[config.mk]
export PLATFORM = sky130hd
export DESIGN_NAME = stopwatch_countdown_timer
export DESIGN_NICKNAME = d
export VERILOG_FILES = /design/src/design/swct_pkg.sv /design/src/design/swct_stopwatch.sv /design/src/design/swct_timer.sv /design/src/design/stopwatch_countdown_timer.sv
export SDC_FILE = /design/constraint.sdc
export NUM_CORES = 1
export LEC_CHECK = 0
export BUFFER_PORTS_ARGS = -buffer_cell sky130_fd_sc_hd__buf_2
export CORE_MARGIN = 5
export CORE_UTILIZATION = 60
export DETAILED_ROUTE_END_ITERATION = 8
export PLACE_DENSITY_LB_ADDON = 0.15
export SLEW_MARGIN = 5
export SYNTH_ARGS = -nofsm -noshare
export SYNTH_HDL_FRONTEND = slang
export SYNTH_HIERARCHICAL = 1
export SYNTH_SLANG_ARGS = --single-unit
[constraint.sdc]
create_clock -name aclk -period 5.36 [get_ports aclk]
set_clock_uncertainty 0.15 [all_clocks]
set_input_delay 0.804 -clock aclk [delete_from_list [all_inputs] [get_ports aclk]]
set_output_delay 0.804 -clock aclk [all_outputs]
set_load 0.05 [all_outputs]
[src/design/swct_pkg.sv]
// Package with the shared types and constants of the stopwatch and countdown timer block.
package swct_pkg;

    typedef enum logic [1:0] {
        MODE_WATCH     = 2'd0,
        MODE_SW        = 2'd1,
        MODE_COUNTDOWN = 2'd2
    } mode_t;

    typedef enum logic [2:0] {
        KIND_TICK   = 3'd0,
        KIND_UP     = 3'd1,
        KIND_DOWN   = 3'd2,
        KIND_SELECT = 3'd3,
        KIND_CHAR   = 3'd4,
        KIND_LONG   = 3'd5,
        KIND_BACK   = 3'd6
    } kind_t;

    localparam logic [7:0] CHAR_RESET_LO = 8'h72;
    localparam logic [7:0] CHAR_RESET_UP = 8'h52;
    localparam logic [7:0] CHAR_PLUS     = 8'h2B;
    localparam logic [7:0] CHAR_EQUAL    = 8'h3D;
    localparam logic [7:0] CHAR_MINUS    = 8'h2D;

    // Stopwatch digit limits and the last time before the 32-bit millisecond count wraps.
    localparam logic [3:0]  SW_MS_LAST  = 4'd9;
    localparam logic [6:0]  SW_CS_LAST  = 7'd99;
    localparam logic [5:0]  SW_SEC_LAST = 6'd59;
    localparam logic [5:0]  SW_MIN_LAST = 6'd59;
    localparam logic [10:0] SW_WRAP_HR  = 11'd1193;
    localparam logic [5:0]  SW_WRAP_MIN = 6'd2;
    localparam logic [5:0]  SW_WRAP_SEC = 6'd47;
    localparam logic [6:0]  SW_WRAP_CS  = 7'd29;
    localparam logic [3:0]  SW_WRAP_MS  = 4'd5;

    // Timer set value is kept as minutes and seconds; 65535 s is 1092 min 15 s.
    localparam logic [10:0] TM_RESET_MIN = 11'd5;
    localparam logic [5:0]  TM_RESET_SEC = 6'd0;
    localparam logic [10:0] TM_MAX_MIN   = 11'd1092;
    localparam logic [5:0]  TM_MAX_SEC   = 6'd15;
    localparam logic [5:0]  TM_SEC_LAST  = 6'd59;
    localparam logic [9:0]  TM_MS_LAST   = 10'd999;

    localparam int TDATA_OUT_W = 56;

    typedef struct packed {
        logic tick;
        logic toggle;
        logic clear;
    } sw_cmd_t;

    typedef struct packed {
        logic [10:0] hours;
        logic [5:0]  minutes;
        logic [5:0]  seconds;
        logic [6:0]  centis;
        logic        active;
    } sw_out_t;

    typedef struct packed {
        logic tick;
        logic add10;
        logic sub10;
        logic add60;
        logic sub60;
        logic select;
        logic cancel;
        logic leave;
    } tm_cmd_t;

    typedef struct packed {
        logic run;
        logic editing;
    } tm_stat_t;

    typedef struct packed {
        logic [10:0] minutes;
        logic [5:0]  secs;
        logic        active;
        logic        edit;
        logic        beep;
    } tm_out_t;

endpackage

[src/design/swct_stopwatch.sv]
// Stopwatch kept as running h:m:s.cs digits with a millisecond digit below them.
module swct_stopwatch (
    input  logic              aclk,
    input  logic              aresetn,
    input  swct_pkg::sw_cmd_t cmd,
    output logic              run,
    output swct_pkg::sw_out_t res_next
);

    logic        run_reg, run_next;
    logic [3:0]  ms_reg, ms_next;
    logic [6:0]  cs_reg, cs_next;
    logic [5:0]  sec_reg, sec_next;
    logic [5:0]  min_reg, min_next;
    logic [10:0] hr_reg, hr_next;
    logic        at_wrap;

    always_comb begin
        run_next = run_reg;
        ms_next  = ms_reg;
        cs_next  = cs_reg;
        sec_next = sec_reg;
        min_next = min_reg;
        hr_next  = hr_reg;
        at_wrap  = (hr_reg == swct_pkg::SW_WRAP_HR) && (min_reg == swct_pkg::SW_WRAP_MIN) &&
                   (sec_reg == swct_pkg::SW_WRAP_SEC) && (cs_reg == swct_pkg::SW_WRAP_CS) &&
                   (ms_reg == swct_pkg::SW_WRAP_MS);
        if (cmd.tick && run_reg) begin
            if (at_wrap) begin
                ms_next  = '0;
                cs_next  = '0;
                sec_next = '0;
                min_next = '0;
                hr_next  = '0;
            end else if (ms_reg != swct_pkg::SW_MS_LAST) begin
                ms_next = ms_reg + 4'd1;
            end else begin
                ms_next = '0;
                if (cs_reg != swct_pkg::SW_CS_LAST) begin
                    cs_next = cs_reg + 7'd1;
                end else begin
                    cs_next = '0;
                    if (sec_reg != swct_pkg::SW_SEC_LAST) begin
                        sec_next = sec_reg + 6'd1;
                    end else begin
                        sec_next = '0;
                        if (min_reg != swct_pkg::SW_MIN_LAST) begin
                            min_next = min_reg + 6'd1;
                        end else begin
                            min_next = '0;
                            hr_next  = hr_reg + 11'd1;
                        end
                    end
                end
            end
        end
        if (cmd.toggle) begin
            run_next = !run_reg;
        end
        if (cmd.clear) begin
            ms_next  = '0;
            cs_next  = '0;
            sec_next = '0;
            min_next = '0;
            hr_next  = '0;
        end
    end

    always_ff @(posedge aclk) begin
        if (!aresetn) begin
            run_reg <= 1'b0;
            ms_reg  <= '0;
            cs_reg  <= '0;
            sec_reg <= '0;
            min_reg <= '0;
            hr_reg  <= '0;
        end else begin
            run_reg <= run_next;
            ms_reg  <= ms_next;
            cs_reg  <= cs_next;
            sec_reg <= sec_next;
            min_reg <= min_next;
            hr_reg  <= hr_next;
        end
    end

    assign run              = run_reg;
    assign res_next.hours   = hr_next;
    assign res_next.minutes = min_next;
    assign res_next.seconds = sec_next;
    assign res_next.centis  = cs_next;
    assign res_next.active  = run_next;

endmodule

[src/design/swct_timer.sv]
// Countdown timer with its set value, edit flag and remaining time as min:sec plus milliseconds.
module swct_timer (
    input  logic               aclk,
    input  logic               aresetn,
    input  swct_pkg::tm_cmd_t  cmd,
    output swct_pkg::tm_stat_t stat,
    output swct_pkg::tm_out_t  res_next
);

    logic [10:0] set_min_reg, set_min_next;
    logic [5:0]  set_sec_reg, set_sec_next;
    logic        run_reg, run_next;
    logic        edit_reg, edit_next;
    logic [10:0] cd_min_reg, cd_min_next;
    logic [5:0]  cd_sec_reg, cd_sec_next;
    logic [9:0]  cd_ms_reg, cd_ms_next;
    logic        beep;

    always_comb begin
        logic [6:0]  add_sec;
        logic [11:0] add_min;
        logic        expire;
        set_min_next = set_min_reg;
        set_sec_next = set_sec_reg;
        run_next     = run_reg;
        edit_next    = edit_reg;
        cd_min_next  = cd_min_reg;
        cd_sec_next  = cd_sec_reg;
        cd_ms_next   = cd_ms_reg;
        beep         = 1'b0;
        add_sec = {1'b0, set_sec_reg} + (cmd.add10 ? 7'd10 : 7'd0);
        add_min = {1'b0, set_min_reg} + (cmd.add60 ? 12'd1 : 12'd0);
        if (add_sec >= 7'd60) begin
            add_sec = add_sec - 7'd60;
            add_min = add_min + 12'd1;
        end
        expire = (cd_min_reg == '0) && (cd_sec_reg == 6'd1) && (cd_ms_reg == 10'd1);

        if (cmd.add10 || cmd.add60) begin
            if ((add_min > {1'b0, swct_pkg::TM_MAX_MIN}) ||
                ((add_min == {1'b0, swct_pkg::TM_MAX_MIN}) &&
                 (add_sec > {1'b0, swct_pkg::TM_MAX_SEC}))) begin
                set_min_next = swct_pkg::TM_MAX_MIN;
                set_sec_next = swct_pkg::TM_MAX_SEC;
            end else begin
                set_min_next = add_min[10:0];
                set_sec_next = add_sec[5:0];
            end
        end
        if (cmd.sub10 && ((set_min_reg != '0) || (set_sec_reg >= 6'd20))) begin
            if (set_sec_reg >= 6'd10) begin
                set_sec_next = set_sec_reg - 6'd10;
            end else begin
                set_sec_next = set_sec_reg + 6'd50;
                set_min_next = set_min_reg - 11'd1;
            end
        end
        if (cmd.sub60 && (set_min_reg != '0)) begin
            set_min_next = set_min_reg - 11'd1;
        end
        if (cmd.select) begin
            if (run_reg) begin
                run_next = 1'b0;
            end else if (edit_reg) begin
                edit_next = 1'b0;
                if ((set_min_reg != '0) || (set_sec_reg != '0)) begin
                    run_next   = 1'b1;
                    cd_ms_next = '0;
                    if (set_sec_reg == swct_pkg::TM_SEC_LAST) begin
                        cd_sec_next = '0;
                        cd_min_next = set_min_reg + 11'd1;
                    end else begin
                        cd_sec_next = set_sec_reg + 6'd1;
                        cd_min_next = set_min_reg;
                    end
                end
            end else begin
                edit_next = 1'b1;
            end
        end
        if (cmd.cancel) begin
            run_next = 1'b0;
        end
        if (cmd.tick && run_reg) begin
            if (expire) begin
                run_next = 1'b0;
                beep     = 1'b1;
            end else if (cd_ms_reg != '0) begin
                cd_ms_next = cd_ms_reg - 10'd1;
            end else begin
                cd_ms_next = swct_pkg::TM_MS_LAST;
                if (cd_sec_reg != '0) begin
                    cd_sec_next = cd_sec_reg - 6'd1;
                end else begin
                    cd_sec_next = swct_pkg::TM_SEC_LAST;
                    cd_min_next = cd_min_reg - 11'd1;
                end
            end
        end
        if (cmd.leave) begin
            edit_next = 1'b0;
        end
    end

    always_ff @(posedge aclk) begin
        if (!aresetn) begin
            set_min_reg <= swct_pkg::TM_RESET_MIN;
            set_sec_reg <= swct_pkg::TM_RESET_SEC;
            run_reg     <= 1'b0;
            edit_reg    <= 1'b0;
        end else begin
            set_min_reg <= set_min_next;
            set_sec_reg <= set_sec_next;
            run_reg     <= run_next;
            edit_reg    <= edit_next;
        end
    end

    always_ff @(posedge aclk) begin
        cd_min_reg <= cd_min_next;
        cd_sec_reg <= cd_sec_next;
        cd_ms_reg  <= cd_ms_next;
    end

    assign stat.run         = run_reg;
    assign stat.editing     = edit_reg;
    assign res_next.minutes = run_next ? cd_min_next : set_min_next;
    assign res_next.secs    = run_next ? cd_sec_next : set_sec_next;
    assign res_next.active  = run_next;
    assign res_next.edit    = edit_next;
    assign res_next.beep    = beep;

endmodule

[src/design/stopwatch_countdown_timer.sv]
// Top level of the three-mode watch block: event decode, mode register and result register.
//
// Each input item is one event: s_tuser carries the kind (tick of 1 ms, up, down,
// select, char, long select, back) and s_tdata the character code for char events.
// Every accepted item yields exactly one result item on the m_ side, showing the
// mode, the stopwatch time as h:m:s.cs, the timer's remaining or set time as
// minutes and seconds, the run and edit flags, and the beep and leave pulses.
// The state is updated in the cycle the item is accepted and the result is held
// in an output register, valid from the cycle after acceptance; one item is
// taken every cycle while the receiver does not stall. Stopwatch and countdown
// time are kept as running digit counters, so no division sits in any path.
// s_tready is high whenever the output register is empty or being emptied in the
// same cycle; a stalled receiver holds the result and stops input after one item.
// After reset the mode is clock, the stopwatch is stopped at zero, the timer set
// value is five minutes, and no result is pending.
module stopwatch_countdown_timer (
    input  logic        aclk,
    input  logic        aresetn,
    input  logic        s_tvalid,
    output logic        s_tready,
    input  logic [7:0]  s_tdata,   // key_char[7:0]
    input  logic [2:0]  s_tuser,   // kind[2:0]
    output logic        m_tvalid,
    input  logic        m_tready,
    // mode[1:0], sw_hours[12:2], sw_minutes[18:13], sw_seconds[24:19],
    // sw_centis[31:25], timer_minutes[42:32], timer_secs[48:43], sw_active[49],
    // timer_active[50], timer_edit[51], beep[52], leave[53], zero[55:54]
    output logic [55:0] m_tdata
);

    logic                          s_accept;
    swct_pkg::mode_t               mode_reg, mode_next;
    swct_pkg::sw_cmd_t             sw_cmd;
    swct_pkg::tm_cmd_t             tm_cmd;
    swct_pkg::tm_stat_t            tm_stat;
    swct_pkg::sw_out_t             sw_res;
    swct_pkg::tm_out_t             tm_res;
    logic                          sw_run;
    logic                          leave;
    logic                          m_tvalid_reg;
    logic [swct_pkg::TDATA_OUT_W-1:0] m_tdata_reg;

    assign s_tready = !m_tvalid_reg || m_tready;
    assign s_accept = s_tvalid && s_tready;

    always_comb begin
        logic in_timer;
        logic editing;
        mode_next = mode_reg;
        sw_cmd    = '0;
        tm_cmd    = '0;
        leave     = 1'b0;
        in_timer  = (mode_reg == swct_pkg::MODE_COUNTDOWN);
        editing   = in_timer && tm_stat.editing;
        if (s_accept) begin
            case (s_tuser)
                swct_pkg::KIND_TICK: begin
                    sw_cmd.tick = 1'b1;
                    tm_cmd.tick = 1'b1;
                end
                swct_pkg::KIND_UP: begin
                    if (editing) begin
                        tm_cmd.add10 = 1'b1;
                    end else begin
                        case (mode_reg)
                            swct_pkg::MODE_WATCH:     mode_next = swct_pkg::MODE_COUNTDOWN;
                            swct_pkg::MODE_SW:        mode_next = swct_pkg::MODE_WATCH;
                            swct_pkg::MODE_COUNTDOWN: mode_next = swct_pkg::MODE_SW;
                            default:                  mode_next = mode_reg;
                        endcase
                    end
                end
                swct_pkg::KIND_DOWN: begin
                    if (editing) begin
                        tm_cmd.sub10 = 1'b1;
                    end else begin
                        case (mode_reg)
                            swct_pkg::MODE_WATCH:     mode_next = swct_pkg::MODE_SW;
                            swct_pkg::MODE_SW:        mode_next = swct_pkg::MODE_COUNTDOWN;
                            swct_pkg::MODE_COUNTDOWN: mode_next = swct_pkg::MODE_WATCH;
                            default:                  mode_next = mode_reg;
                        endcase
                    end
                end
                swct_pkg::KIND_SELECT: begin
                    if (mode_reg == swct_pkg::MODE_SW) begin
                        sw_cmd.toggle = 1'b1;
                    end else if (in_timer) begin
                        tm_cmd.select = 1'b1;
                    end
                end
                swct_pkg::KIND_CHAR: begin
                    if ((mode_reg == swct_pkg::MODE_SW) && !sw_run &&
                        ((s_tdata == swct_pkg::CHAR_RESET_LO) ||
                         (s_tdata == swct_pkg::CHAR_RESET_UP))) begin
                        sw_cmd.clear = 1'b1;
                    end else if (editing) begin
                        if ((s_tdata == swct_pkg::CHAR_PLUS) ||
                            (s_tdata == swct_pkg::CHAR_EQUAL)) begin
                            tm_cmd.add60 = 1'b1;
                        end else if (s_tdata == swct_pkg::CHAR_MINUS) begin
                            tm_cmd.sub60 = 1'b1;
                        end
                    end
                end
                swct_pkg::KIND_LONG: begin
                    if (in_timer && tm_stat.run) begin
                        tm_cmd.cancel = 1'b1;
                    end else begin
                        leave = 1'b1;
                    end
                end
                swct_pkg::KIND_BACK: begin
                    leave = 1'b1;
                end
                default: begin
                end
            endcase
        end
        tm_cmd.leave = leave;
    end

    swct_stopwatch u_sw (
        .aclk     (aclk),
        .aresetn  (aresetn),
        .cmd      (sw_cmd),
        .run      (sw_run),
        .res_next (sw_res)
    );

    swct_timer u_tm (
        .aclk     (aclk),
        .aresetn  (aresetn),
        .cmd      (tm_cmd),
        .stat     (tm_stat),
        .res_next (tm_res)
    );

    always_ff @(posedge aclk) begin
        if (!aresetn) begin
            mode_reg     <= swct_pkg::MODE_WATCH;
            m_tvalid_reg <= 1'b0;
        end else begin
            mode_reg <= mode_next;
            if (s_tready) begin
                m_tvalid_reg <= s_tvalid;
            end
        end
    end

    always_ff @(posedge aclk) begin
        if (s_accept) begin
            m_tdata_reg <= {2'b00, leave, tm_res.beep, tm_res.edit, tm_res.active,
                            sw_res.active, tm_res.secs, tm_res.minutes, sw_res.centis,
                            sw_res.seconds, sw_res.minutes, sw_res.hours, mode_next};
        end
    end

    assign m_tvalid = m_tvalid_reg;
    assign m_tdata  = m_tdata_reg;

endmodule

==> results of run 1 <==
layout by cell type, fill, tap and decap left out, types with 30 or more instances in the layout:
master	Yosys	final
ha_1	30	30
nor2_1	135	135
nor3_1	45	44
nand2_1	77	77
o21ai_0	36	36
edfxtp_1	54	54
inv_1	33	33
dfxtp_1	84	84
buf_2	14	70
a21oi_1	56	56
logic make-up (layout without fill, tap and decap cells):
kind of cell    Yosys count  in the layout  synth area share
compound gates          215            215            0.1769
xor+xnor                 46             46           0.04890
fa+ha+maj                30             30           0.04315
buf+inv                  91            148           0.05034
flops                   138            138            0.3797
mux                      18             18           0.02229
other cells               1              2         0.0004311
simple gates            442            442            0.2783
through the flow:
step | std cells | hold slack, ns | area [µm²] | util | power [W]
floorplan | 982 | 0.3004 | 8703 | - | 0.001244
global placement | 1191 | 0.3285 | 9070 | 0.6312 | 0.001279
detailed placement | 1191 | 0.3286 | 9070 | 0.6312 | 0.001282
CTS | 1223 | 0.3388 | 9664 | 0.6726 | 0.002463
global route | 1223 | 0.3751 | 9664 | 0.6726 | 0.002522
finish | 1223 | 0.3343 | 9664 | 0.6726 | 0.002450
worst paths after layout:
| path | startpoint | endpoint | slack [ns] | depth (start not counted) |
|---|---|---|---|---|
| hold reg to reg | u_tm/cd_ms_reg[2] | u_tm/cd_ms_reg[2] | 0.33 | 2 |
| setup / recovery | s_tuser[1] | m_tdata[36] | 0.63 | 16 |
| hold / removal | u_tm/cd_ms_reg[2] | u_tm/cd_ms_reg[2] | 0.33 | 2 |
| setup reg to reg | mode_reg[0] | m_tdata[36] | 0.77 | 16 |
layout make-up:
type | instances | area [µm²] | area share
inverters | 34 | 127.6 | 0.01321
clock buffers | 23 | 447.9 | 0.04635
clock inverters | 9 | 146.4 | 0.01515
well taps | 184 | 230.2 | 0.02382
repair buffers | 82 | 440.4 | 0.04557
multi-input cells | 753 | 4969 | 0.5141
flip-flops and latches | 138 | 3303 | 0.3418
routing by layer:
metal	wire length, µm	part of all wire	vias to the layer above	global-route usage
li1	-	-	3691	-
met1	9299	0.44	3525	0.3195
met2	10240	0.48	232	0.4188
met3	1169	0.055	41	0.05488
met4	507	0.024	0	0.09135
met5	0	0	-	0
worst max-delay path, cell delays in order:
cell	delay [ns]
buf_2	0.15
nor3_2	0.18
nand4_1	0.15
or3_4	0.41
nor2_1	0.23
ha_1	0.22
ha_1	0.30
ha_1	0.27
o2111a_1	0.16
a22oi_2	0.35
xnor2_1	0.23
a2111oi_4	0.42
nand4_2	0.26
a31oi_1	0.24
a311oi_1	0.08
mux2_2	0.31
power by group through the flow:
stage	sequential (W)	combinational, W	clock, W
after floorplan	0.00121	0.0000332	0
after global placement	0.00114	0.000140	0
after detailed placement	0.00114	0.000141	0
after CTS	0.00112	0.000141	0.00120
after global routing	0.00112	0.000147	0.00126
final	0.00112	0.000140	0.00119
==> results.tsv, run 1 <==
stage	metric	value	unit
detailed_routing	Iter 0 DRT Violations	606	
synth	Post-synth EDFFs	54	
setup_path	Crit Path Category	input pin to register	
sta	slew at the pin closest to its max-slew limit	0.8795	ns
power	PwrDens	253.5	nW/µm²
clock_tree	CTS tree	yes	
setup_path	Crit. End Element	register	
power	Comb power frac	0.057	
power	P_sw	0.0005385	W
clock_tree	# H-tree levels	4	
power	Peak supply drop	0.0002658	V
sta	fin. max-slew vios	0	
floorplanning	core area	14370	µm²
sta	TNS Setup	0	ns
detailed_routing	routed wire length	21.22	mm
layout	synthesis-to-layout area growth	11.09	%
floorplanning	num rows	44	
detailed_routing	Routed WL per cell	17.35	µm
grt	global-route wire length before repair	33.87	mm
grt	largest net degree at the start of global routing	55	
layout	ant diodes	0	
power	clock share of power	0.486	
place	dpl hpwl	15.59	mm
synth	synth cell count leaders	nor2_1, dfxtp_1, nand2_1	
grt	vias in the first global route	6923	
synth	Netlist cell types	112	
worst_hold_path	Hold Crit Class	register to register	
floorplanning	total die area	17010	µm²
synth	post-synthesis async set-or-reset flop share	0	
synth	cell count after synthesis	981	
setup_path	crit path max fanout	8	
sta	post-layout min period	4.728	ns
clock_tree	CTS Hold Bufs	0	
synth	most frequent cell after synthesis	nor2_1	
synth	post-synthesis sequential area ratio	0.3797	
sta	final hold violations	0	
clock_tree	Post-CTS Setup Inserts	0	
sta	Setup WS post-layout	0.6316	ns
clock_tree	clock-pin slew on the worst setup and hold paths	0.06	ns
grt	initial antenna violation count	0	
clock_tree	clock latency on the worst-skew pair	0.42	ns
setup_path	Critical Path AT	4.75	ns
detailed_routing	DRT Pass-1 Iters	5	
clock_tree	clock root buffer	clkbuf_16	
synth	Syn. warnings	6	
layout	share of layout cells above drive strength 1	0.1607	
sta	Final Cycle Share	0.8822	
grt	remaining global-route overflow	0	
synth	post-synth top area cell	dfxtp_1	
detailed_routing	post-route ant nets	0	
power	leakage	3.746	nW
synth	average cell area after synthesis	8.868	µm²
synth	FF+latch count, synth	138	
clock_tree	CTS Buffer Depth	2	
floorplanning	Die Wd	130.4	µm
place	Placer Congestion	0.9475	
power	cell-internal power	0.001912	W
power	Flop pwr share	0.456	
sta	Max Fclk	211.5	MHz
floorplanning	IO Count	73	
synth	Post-Syn Area	8700	µm²
place	Port Buffers	70	
synth	Top FF cell, synth	dfxtp_1	
synth	Area contributors post-synth	dfxtp_1, edfxtp_1, nor2_1, ha_1, nand2_1	
layout	number of fill cells in the layout	1198	
layout	NumNets Final	1071	
detailed_routing	Vias	7489	
power	Switching Fraction	0.2198	
job	number of max-cap violations	0	
sta	final setup vio count	0	
outcome	outcome	completed	
place	worst slack at placement	0.1762	ns
layout	max reg flops	54	
floorplanning	initial core utilization	0.6055	
setup_path	WP data required	5.38	ns
detailed_routing	DRC errors left	0	
sta	RSZ-0062 raised after global routing	no	
clock_tree	# clock sinks	138	
floorplanning	die height	130.4	µm
clock_tree	CTS Buf Count	17	
detailed_routing	drt via density	6.123	
setup_path	Startpoint Class	input pin	
grt	Total GRT Usage	0.2501	
clock_tree	post-CTS resize count	0	
sta	Worst slew margin	0.4092	
synth	post-synth top area share	0.1933	
No activity file was read; power rests on OpenSTA's default activity.
==> inputs of run 2 (changes only) <==
ABC_AREA = 1   (was default)
==> results.tsv, run 2 <==
stage	metric	value	unit	change
worst_hold_path	WHS Path Cells	2		unchanged
detailed_routing	drt via density	5.540		-9.5%
detailed_routing	Iter 0 DRT Violations	909		+50%
clock_tree	# H-tree levels	4		unchanged
synth	post-synth top area share	0.1880		-0.005300
place	dpl hpwl	16.57	mm	+6.3%
setup_path	delay-heaviest family, CP	simple AND/OR/NAND/NOR gates		
synth	Post-Syn Area	8945	µm²	+2.8%
layout	NumNets Final	1334		+25%
worst_hold_path	Hold Path Sink	u_tm/cd_ms_reg[9]		
detailed_routing	DRT Pass-1 Iters	5		unchanged
detailed_routing	DRC errors left	0		unchanged
worst_hold_path	Hold Crit Start	u_tm/cd_ms_reg[9]		
layout	ant diodes	0		unchanged
setup_path	Buf+Inv Stages, Crit Path	4		+3
sta	TNS Setup	0	ns	unchanged
setup_path	cell mode on critical path	nand2_1		
clock_tree	CTS Buf Count	17		unchanged
sta	RSZ-0062 raised after global routing	no		
floorplanning	total die area	17450	µm²	+2.6%
synth	synth cell count leaders	nand2_1, nor2_1, inv_1		
floorplanning	num rows	44		unchanged
clock_tree	post-CTS resize count	0		unchanged
setup_path	crit path max fanout	13		+5
worst_hold_path	Hold Crit Class	register to register		
clock_tree	Post-CTS Setup Inserts	0		unchanged
detailed_routing	post-route ant nets	0		unchanged
layout	max reg flops	54		unchanged
sta	Worst slew margin	0.2976		-0.1116
sta	Final Cycle Share	0.7878		-0.09439
sta	Min Hold Slack	0.3484	ns	+0.01411 ns
synth	post-synthesis sequential area ratio	0.3693		-0.01041
layout	leading cell type in the layout, fill and taps excluded	nand2_1		
setup_path	Startpoint Class	input pin		
synth	Top FF cell, synth	dfxtp_1		
layout	fin area	9950	µm²	+3.0%
clock_tree	# clock sinks	138		unchanged
grt	remaining global-route overflow	0		unchanged
power	Peak supply drop	0.0002475	V	-6.9%
clock_tree	clock latency on the worst-skew pair	0.43	ns	about the same
synth	post-synth top area cell	dfxtp_1		
power	PwrDens	244.3	nW/µm²	-3.7%
floorplanning	Die Wd	132.1	µm	+1.3%
sta	post-layout min period	4.222	ns	-0.5059 ns
setup_path	Reg2Reg Launch Point	mode_reg[0]		
detailed_routing	routed wire length	22.59	mm	+6.5%
setup_path	Crit Path Category	input pin to register		
synth	post-synthesis async set-or-reset flop share	0		unchanged
synth	Area contributors post-synth	dfxtp_1, edfxtp_1, nand2_1, nor2_1, inv_1		
detailed_routing	Vias	8233		+9.9%
synth	average cell area after synthesis	7.290	µm²	-18%
floorplanning	IO Count	73		unchanged
layout	synthesis-to-layout area growth	11.23	%	
clock_tree	clock root buffer	clkbuf_16		
clock_tree	CTS Hold Bufs	0		unchanged
setup_path	Critical Path AT	4.25	ns	-0.50 ns
grt	Total GRT Usage	0.2540		+0.003920
synth	Syn. warnings	6		unchanged
synth	Netlist cell types	52		-54%
outcome	outcome	completed		
setup_path	r2r setup slk	1.14	ns	+0.37 ns
job	number of max-cap violations	0		unchanged
clock_tree	clock-pin slew on the worst setup and hold paths	0.06	ns	about the same
sta	final setup vio count	0		unchanged
setup_path	max incr delay on CP	0.32	ns	-0.10 ns
layout	share of layout cells above drive strength 1	0.1805		+0.01976
place	Port Buffers	70		unchanged
grt	largest net degree at the start of global routing	60		+9.1%
synth	most frequent cell after synthesis	nand2_1		
power	total power	0.002430	W	-0.81%
sta	fin. max-slew vios	0		unchanged
sta	Max Fclk	236.8	MHz	+12%
setup_path	Crit. Startpoint	m_tready		
sta	final hold violations	0		unchanged
layout	Layout Cells excl Fill	1486		+22%
setup_path	Worst R2R End	m_tdata[44]		
place	placed cell count	1454		+22%
sta	slew at the pin closest to its max-slew limit	1.050	ns	+0.1703 ns
clock_tree	CTS Buffer Depth	2		unchanged
grt	initial antenna violation count	0		unchanged
layout	most frequent cells in the layout	nand2_1, nor2_1, inv_1		
synth	FF+latch count, synth	138		unchanged
place	dpl cell area	9361	µm²	+3.2%
setup_path	Max stage delay cell, worst path	o21ai_0		
synth	Post-synth EDFFs	54		unchanged
setup_path	Crit. End Element	register		
floorplanning	die height	132.1	µm	+1.3%
place	Placer Congestion	0.9336		-1.5%
power	leakage	4.379	nW	+17%
floorplanning	initial core utilization	0.6131		+0.007671
detailed_routing	Routed WL per cell	15.20	µm	-12%
grt	vias in the first global route	7239		+4.6%
clock_tree	CTS tree	yes		
synth	cell count after synthesis	1227		+25%
setup_path	WP data required	5.39	ns	about the same
setup_path	r2r worst-path depth	25		+9
floorplanning	core area	14590	µm²	+1.5%
grt	global-route wire length before repair	36.67	mm	+8.3%
==> run 2: kinds of logic after synthesis <==
group                    Yosys count  synth area share
AO/OA/AOI/OAI                    150            0.1016
XOR/XNOR                          43           0.04378
adder cells (fa/ha/maj)           30           0.04196
buffers and inverters            198           0.09386
flip-flops                       138            0.3693
multiplexers                       1          0.001119
other                              1         0.0004192
AND/OR/NAND/NOR                  666            0.3480
==> run 2: worst max path at each step <==
stage / to / slack [ns] / cells past startpoint
after floorplan: m_tdata[32] / 0.90 / 28
after CTS: m_tdata[44] / 1.20 / 25
after global routing: m_tdata[38] / 0.70 / 25
after global placement: m_tdata[38] / 0.86 / 28
after detailed placement: m_tdata[44] / 0.77 / 28
final: m_tdata[44] / 1.14 / 28
==> run 2: layout make-up <==
type,instances,area (µm²)
Timing Repair Buffer,76,395.4
Multi-Input combinational cell,892,4812
Fill cell,1255,4639
Sequential cell,138,3303
Clock buffer,17,425.4
Clock inverter,15,162.7
Inverter,164,620.6
Tap cell,184,230.2
==> run 2: layer usage <==
| metal | track usage | part of all wire | vias to the layer above | wire, µm |
|---|---|---|---|---|
| met3 | 0.05649 | 0.092 | 25 | 2085 |
| met4 | 0.06400 | 0.012 | 0 | 278 |
| met2 | 0.3669 | 0.42 | 357 | 9595 |
| met1 | 0.3848 | 0.47 | 3735 | 10630 |
| met5 | 0 | 0 | - | 0 |
| li1 | - | - | 4116 | - |
==> run 2: metrics by stage <==
stage	utilization	worst slack [ns]
after floorplan	-	0.8991
after global placement	0.6417	0.8618
after detailed placement	0.6417	0.7675
after CTS	0.6820	1.199
after global routing	0.6820	0.6970
final	0.6820	1.138
==> run 2: tightest hold or removal path, stage by stage, from the launching register on <==
cell     delay, ns
dfxtp_1       0.32
o31ai_1       0.06
a31oi_1       0.07
==> run 2: report_power, final <==
group | internal (W) | switching, W | total, W | leakage (nW)
Sequential | 0.00111 | 0.00000682 | 0.00112 | 1.22
Clock | 0.000693 | 0.000484 | 0.00118 | 0.288
Combinational | 0.0000235 | 0.000114 | 0.000137 | 2.87
==> inputs of run 3 (changes only) <==
CORE_UTILIZATION = 55   (was 60)
clock period = 3.66 ns   (was 5.36 ns; I/O delays follow)
==> results.tsv, run 3 (synthesis results as in run 2) <==
stage	metric	value	unit	change
setup_path	Critical Path AT	3.79	ns	-0.46 ns
sta	final hold violations	0		unchanged
worst_hold_path	WHS Path Cells	2		unchanged
sta	fin. max-slew vios	0		unchanged
power	leakage	4.948	nW	+13%
outcome	failing checks	setup timing		
clock_tree	CTS Buf Count	17		unchanged
floorplanning	core area	15940	µm²	+9.3%
sta	Max Fclk	266.3	MHz	
sta	RSZ-0062 raised after global routing	yes		
clock_tree	# clock sinks	138		unchanged
grt	remaining global-route overflow	0		unchanged
place	Port Buffers	70		unchanged
setup_path	r2r setup slk	-0.09	ns	-1.23 ns
detailed_routing	Routed WL per cell	15.31	µm	+0.73%
sta	Worst slew margin	0.2863		-0.01124
clock_tree	CTS Buffer Depth	2		unchanged
floorplanning	num rows	46		+4.5%
clock_tree	# H-tree levels	4		unchanged
layout	leading cell type in the layout, fill and taps excluded	nand2_1		
setup_path	Worst R2R End	m_tdata[42]		
detailed_routing	DRC errors left	0		unchanged
sta	slew at the pin closest to its max-slew limit	1.069	ns	+0.01956 ns
power	P_sw	0.0008880	W	+47%
setup_path	Startpoint Class	register		
sta	post-layout min period	3.755	ns	
power	Peak supply drop	0.0003383	V	+37%
grt	Total GRT Usage	0.2591		+0.005120
job	number of max-cap violations	0		unchanged
floorplanning	IO Count	73		unchanged
clock_tree	CTS tree	yes		
place	Placer Congestion	0.9251		-0.91%
detailed_routing	post-route ant nets	0		unchanged
setup_path	Crit. End Element	register		
place	dpl cell area	10120	µm²	+8.1%
floorplanning	initial core utilization	0.5611		-0.05206
clock_tree	clock latency on the worst-skew pair	0.43	ns	about the same
setup_path	cell mode on critical path	nand2_2		
setup_path	Reg2Reg Launch Point	mode_reg[1]		
detailed_routing	Vias	8717		+5.9%
detailed_routing	drt via density	5.378		-2.9%
grt	largest net degree at the start of global routing	60		unchanged
setup_path	WP data required	3.69	ns	-1.70 ns
power	Switching Fraction	0.2449		-0.003852
detailed_routing	DRT Pass-1 Iters	6		+1
layout	NumNets Final	1437		+7.7%
floorplanning	Die Wd	137.5	µm	+4.1%
sta	TNS Setup	-0.8624	ns	-0.8624 ns
sta	final setup vio count	18		+18
grt	global-route wire length before repair	38.87	mm	+6.0%
sta	Setup WS post-layout	-0.09480	ns	-1.232 ns
power	Comb power frac	0.062		+0.006
layout	most frequent cells in the layout	nand2_1, nor2_1, inv_1		
power	clock share of power	0.488		+0.003
detailed_routing	Iter 0 DRT Violations	876		-3.6%
grt	initial antenna violation count	0		unchanged
floorplanning	die height	137.5	µm	+4.1%
worst_hold_path	Hold Crit Class	input pin to register		
grt	vias in the first global route	7839		+8.3%
setup_path	Crit Path Category	register to register		
layout	fin area	11310	µm²	+14%
sta	Final Cycle Share	1.026		
setup_path	r2r worst-path depth	30		+20%
place	dpl hpwl	17.68	mm	+6.7%
clock_tree	clock root buffer	clkbuf_16		
layout	ant diodes	0		unchanged
setup_path	Max stage delay cell, worst path	dfxtp_4		
outcome	outcome	finished, violations left		
power	Flop pwr share	0.450		-0.009
worst_hold_path	Hold Crit Start	aresetn		
setup_path	crit path max fanout	3		-10
layout	max reg flops	54		unchanged
power	PwrDens	320.6	nW/µm²	+31%
floorplanning	total die area	18910	µm²	+8.4%
worst_hold_path	Hold Path Sink	u_tm/set_min_reg[0]		
power	cell-internal power	0.002738	W	+50%
layout	synthesis-to-layout area growth	26.44	%	
layout	share of layout cells above drive strength 1	0.2940		+0.1135
clock_tree	clock-pin slew on the worst setup and hold paths	0.06	ns	about the same
setup_path	max incr delay on CP	0.38	ns	+0.06 ns
detailed_routing	routed wire length	24.83	mm	+9.9%
power	total power	0.003626	W	+49%
[run 3: worst max-delay path by stage]
stage                start          end  slack [ns]  depth (start not counted)
2_1_floorplan     m_tready  m_tdata[33]       -0.09                         28
3_3_place_gp      m_tready  m_tdata[44]       -0.43                         28
3_5_place_dp      m_tready  m_tdata[44]       -0.53                         28
4_1_cts        mode_reg[1]  m_tdata[42]       -0.06                         30
5_1_grt        mode_reg[1]  m_tdata[42]       -0.31                         28
6_report       mode_reg[1]  m_tdata[42]       -0.09                         30
[run 3: stage by stage]
step / worst slack [ns] / hold slack, ns / std cells / util
2_1_floorplan: -0.08776 / 0.3104 / 1228 / -
3_3_place_gp: -0.4309 / 0.3292 / 1569 / 0.6348
3_5_place_dp: -0.5275 / 0.3455 / 1569 / 0.6348
4_1_cts: -0.06072 / 0.2356 / 1614 / 0.6931
5_1_grt: -0.3066 / 0.2359 / 1621 / 0.7094
6_report: -0.09480 / 0.2486 / 1621 / 0.7094
[run 3: metal layers]
metal | up-vias | global-route usage | part of all wire
met5 | - | 0 | 0
met4 | 0 | 0.07594 | 0.019
met3 | 43 | 0.04967 | 0.066
met2 | 312 | 0.3934 | 0.45
met1 | 4033 | 0.3749 | 0.47
li1 | 4329 | - | -
[run 3: layout make-up]
cell class | count | area, µm²
Clock buffer | 20 | 467.9
Inverter | 164 | 651.9
Tap cell | 216 | 270.3
Clock inverter | 12 | 136.4
Fill cell | 1276 | 4633
Multi-Input combinational cell | 893 | 5268
Sequential cell | 138 | 3312
Timing Repair Buffer | 178 | 1204
[run 3: power groups by stage]
stage / clock (W) / sequential [W] / combinational [W]
after floorplan: 0 / 0.00176 / 0.0000547
after global placement: 0 / 0.00167 / 0.000219
after detailed placement: 0 / 0.00167 / 0.000220
after CTS: 0.00179 / 0.00163 / 0.000223
after global routing: 0.00186 / 0.00163 / 0.000235
final: 0.00177 / 0.00163 / 0.000223
[run 3: timing repair]
action | in CTS | in global routing
setup buffers | 12 | 7
hold buffers | 0 | 0
resized for setup | 58 | 55
endpoints found under the hold margin | 0 | 0
endpoints found under the setup margin | 34 | 34
gates cloned | 1 | 0
pin swaps | 24 | 38
[run 3: worst max-delay path, delay by kind of cell, from the launching register on]
kind                       cells  cell delay, ns
and+or+nand+nor               24            2.25
adders and majority gates      2            0.32
DFF                            1            0.38
buffers and inverters          4            0.42
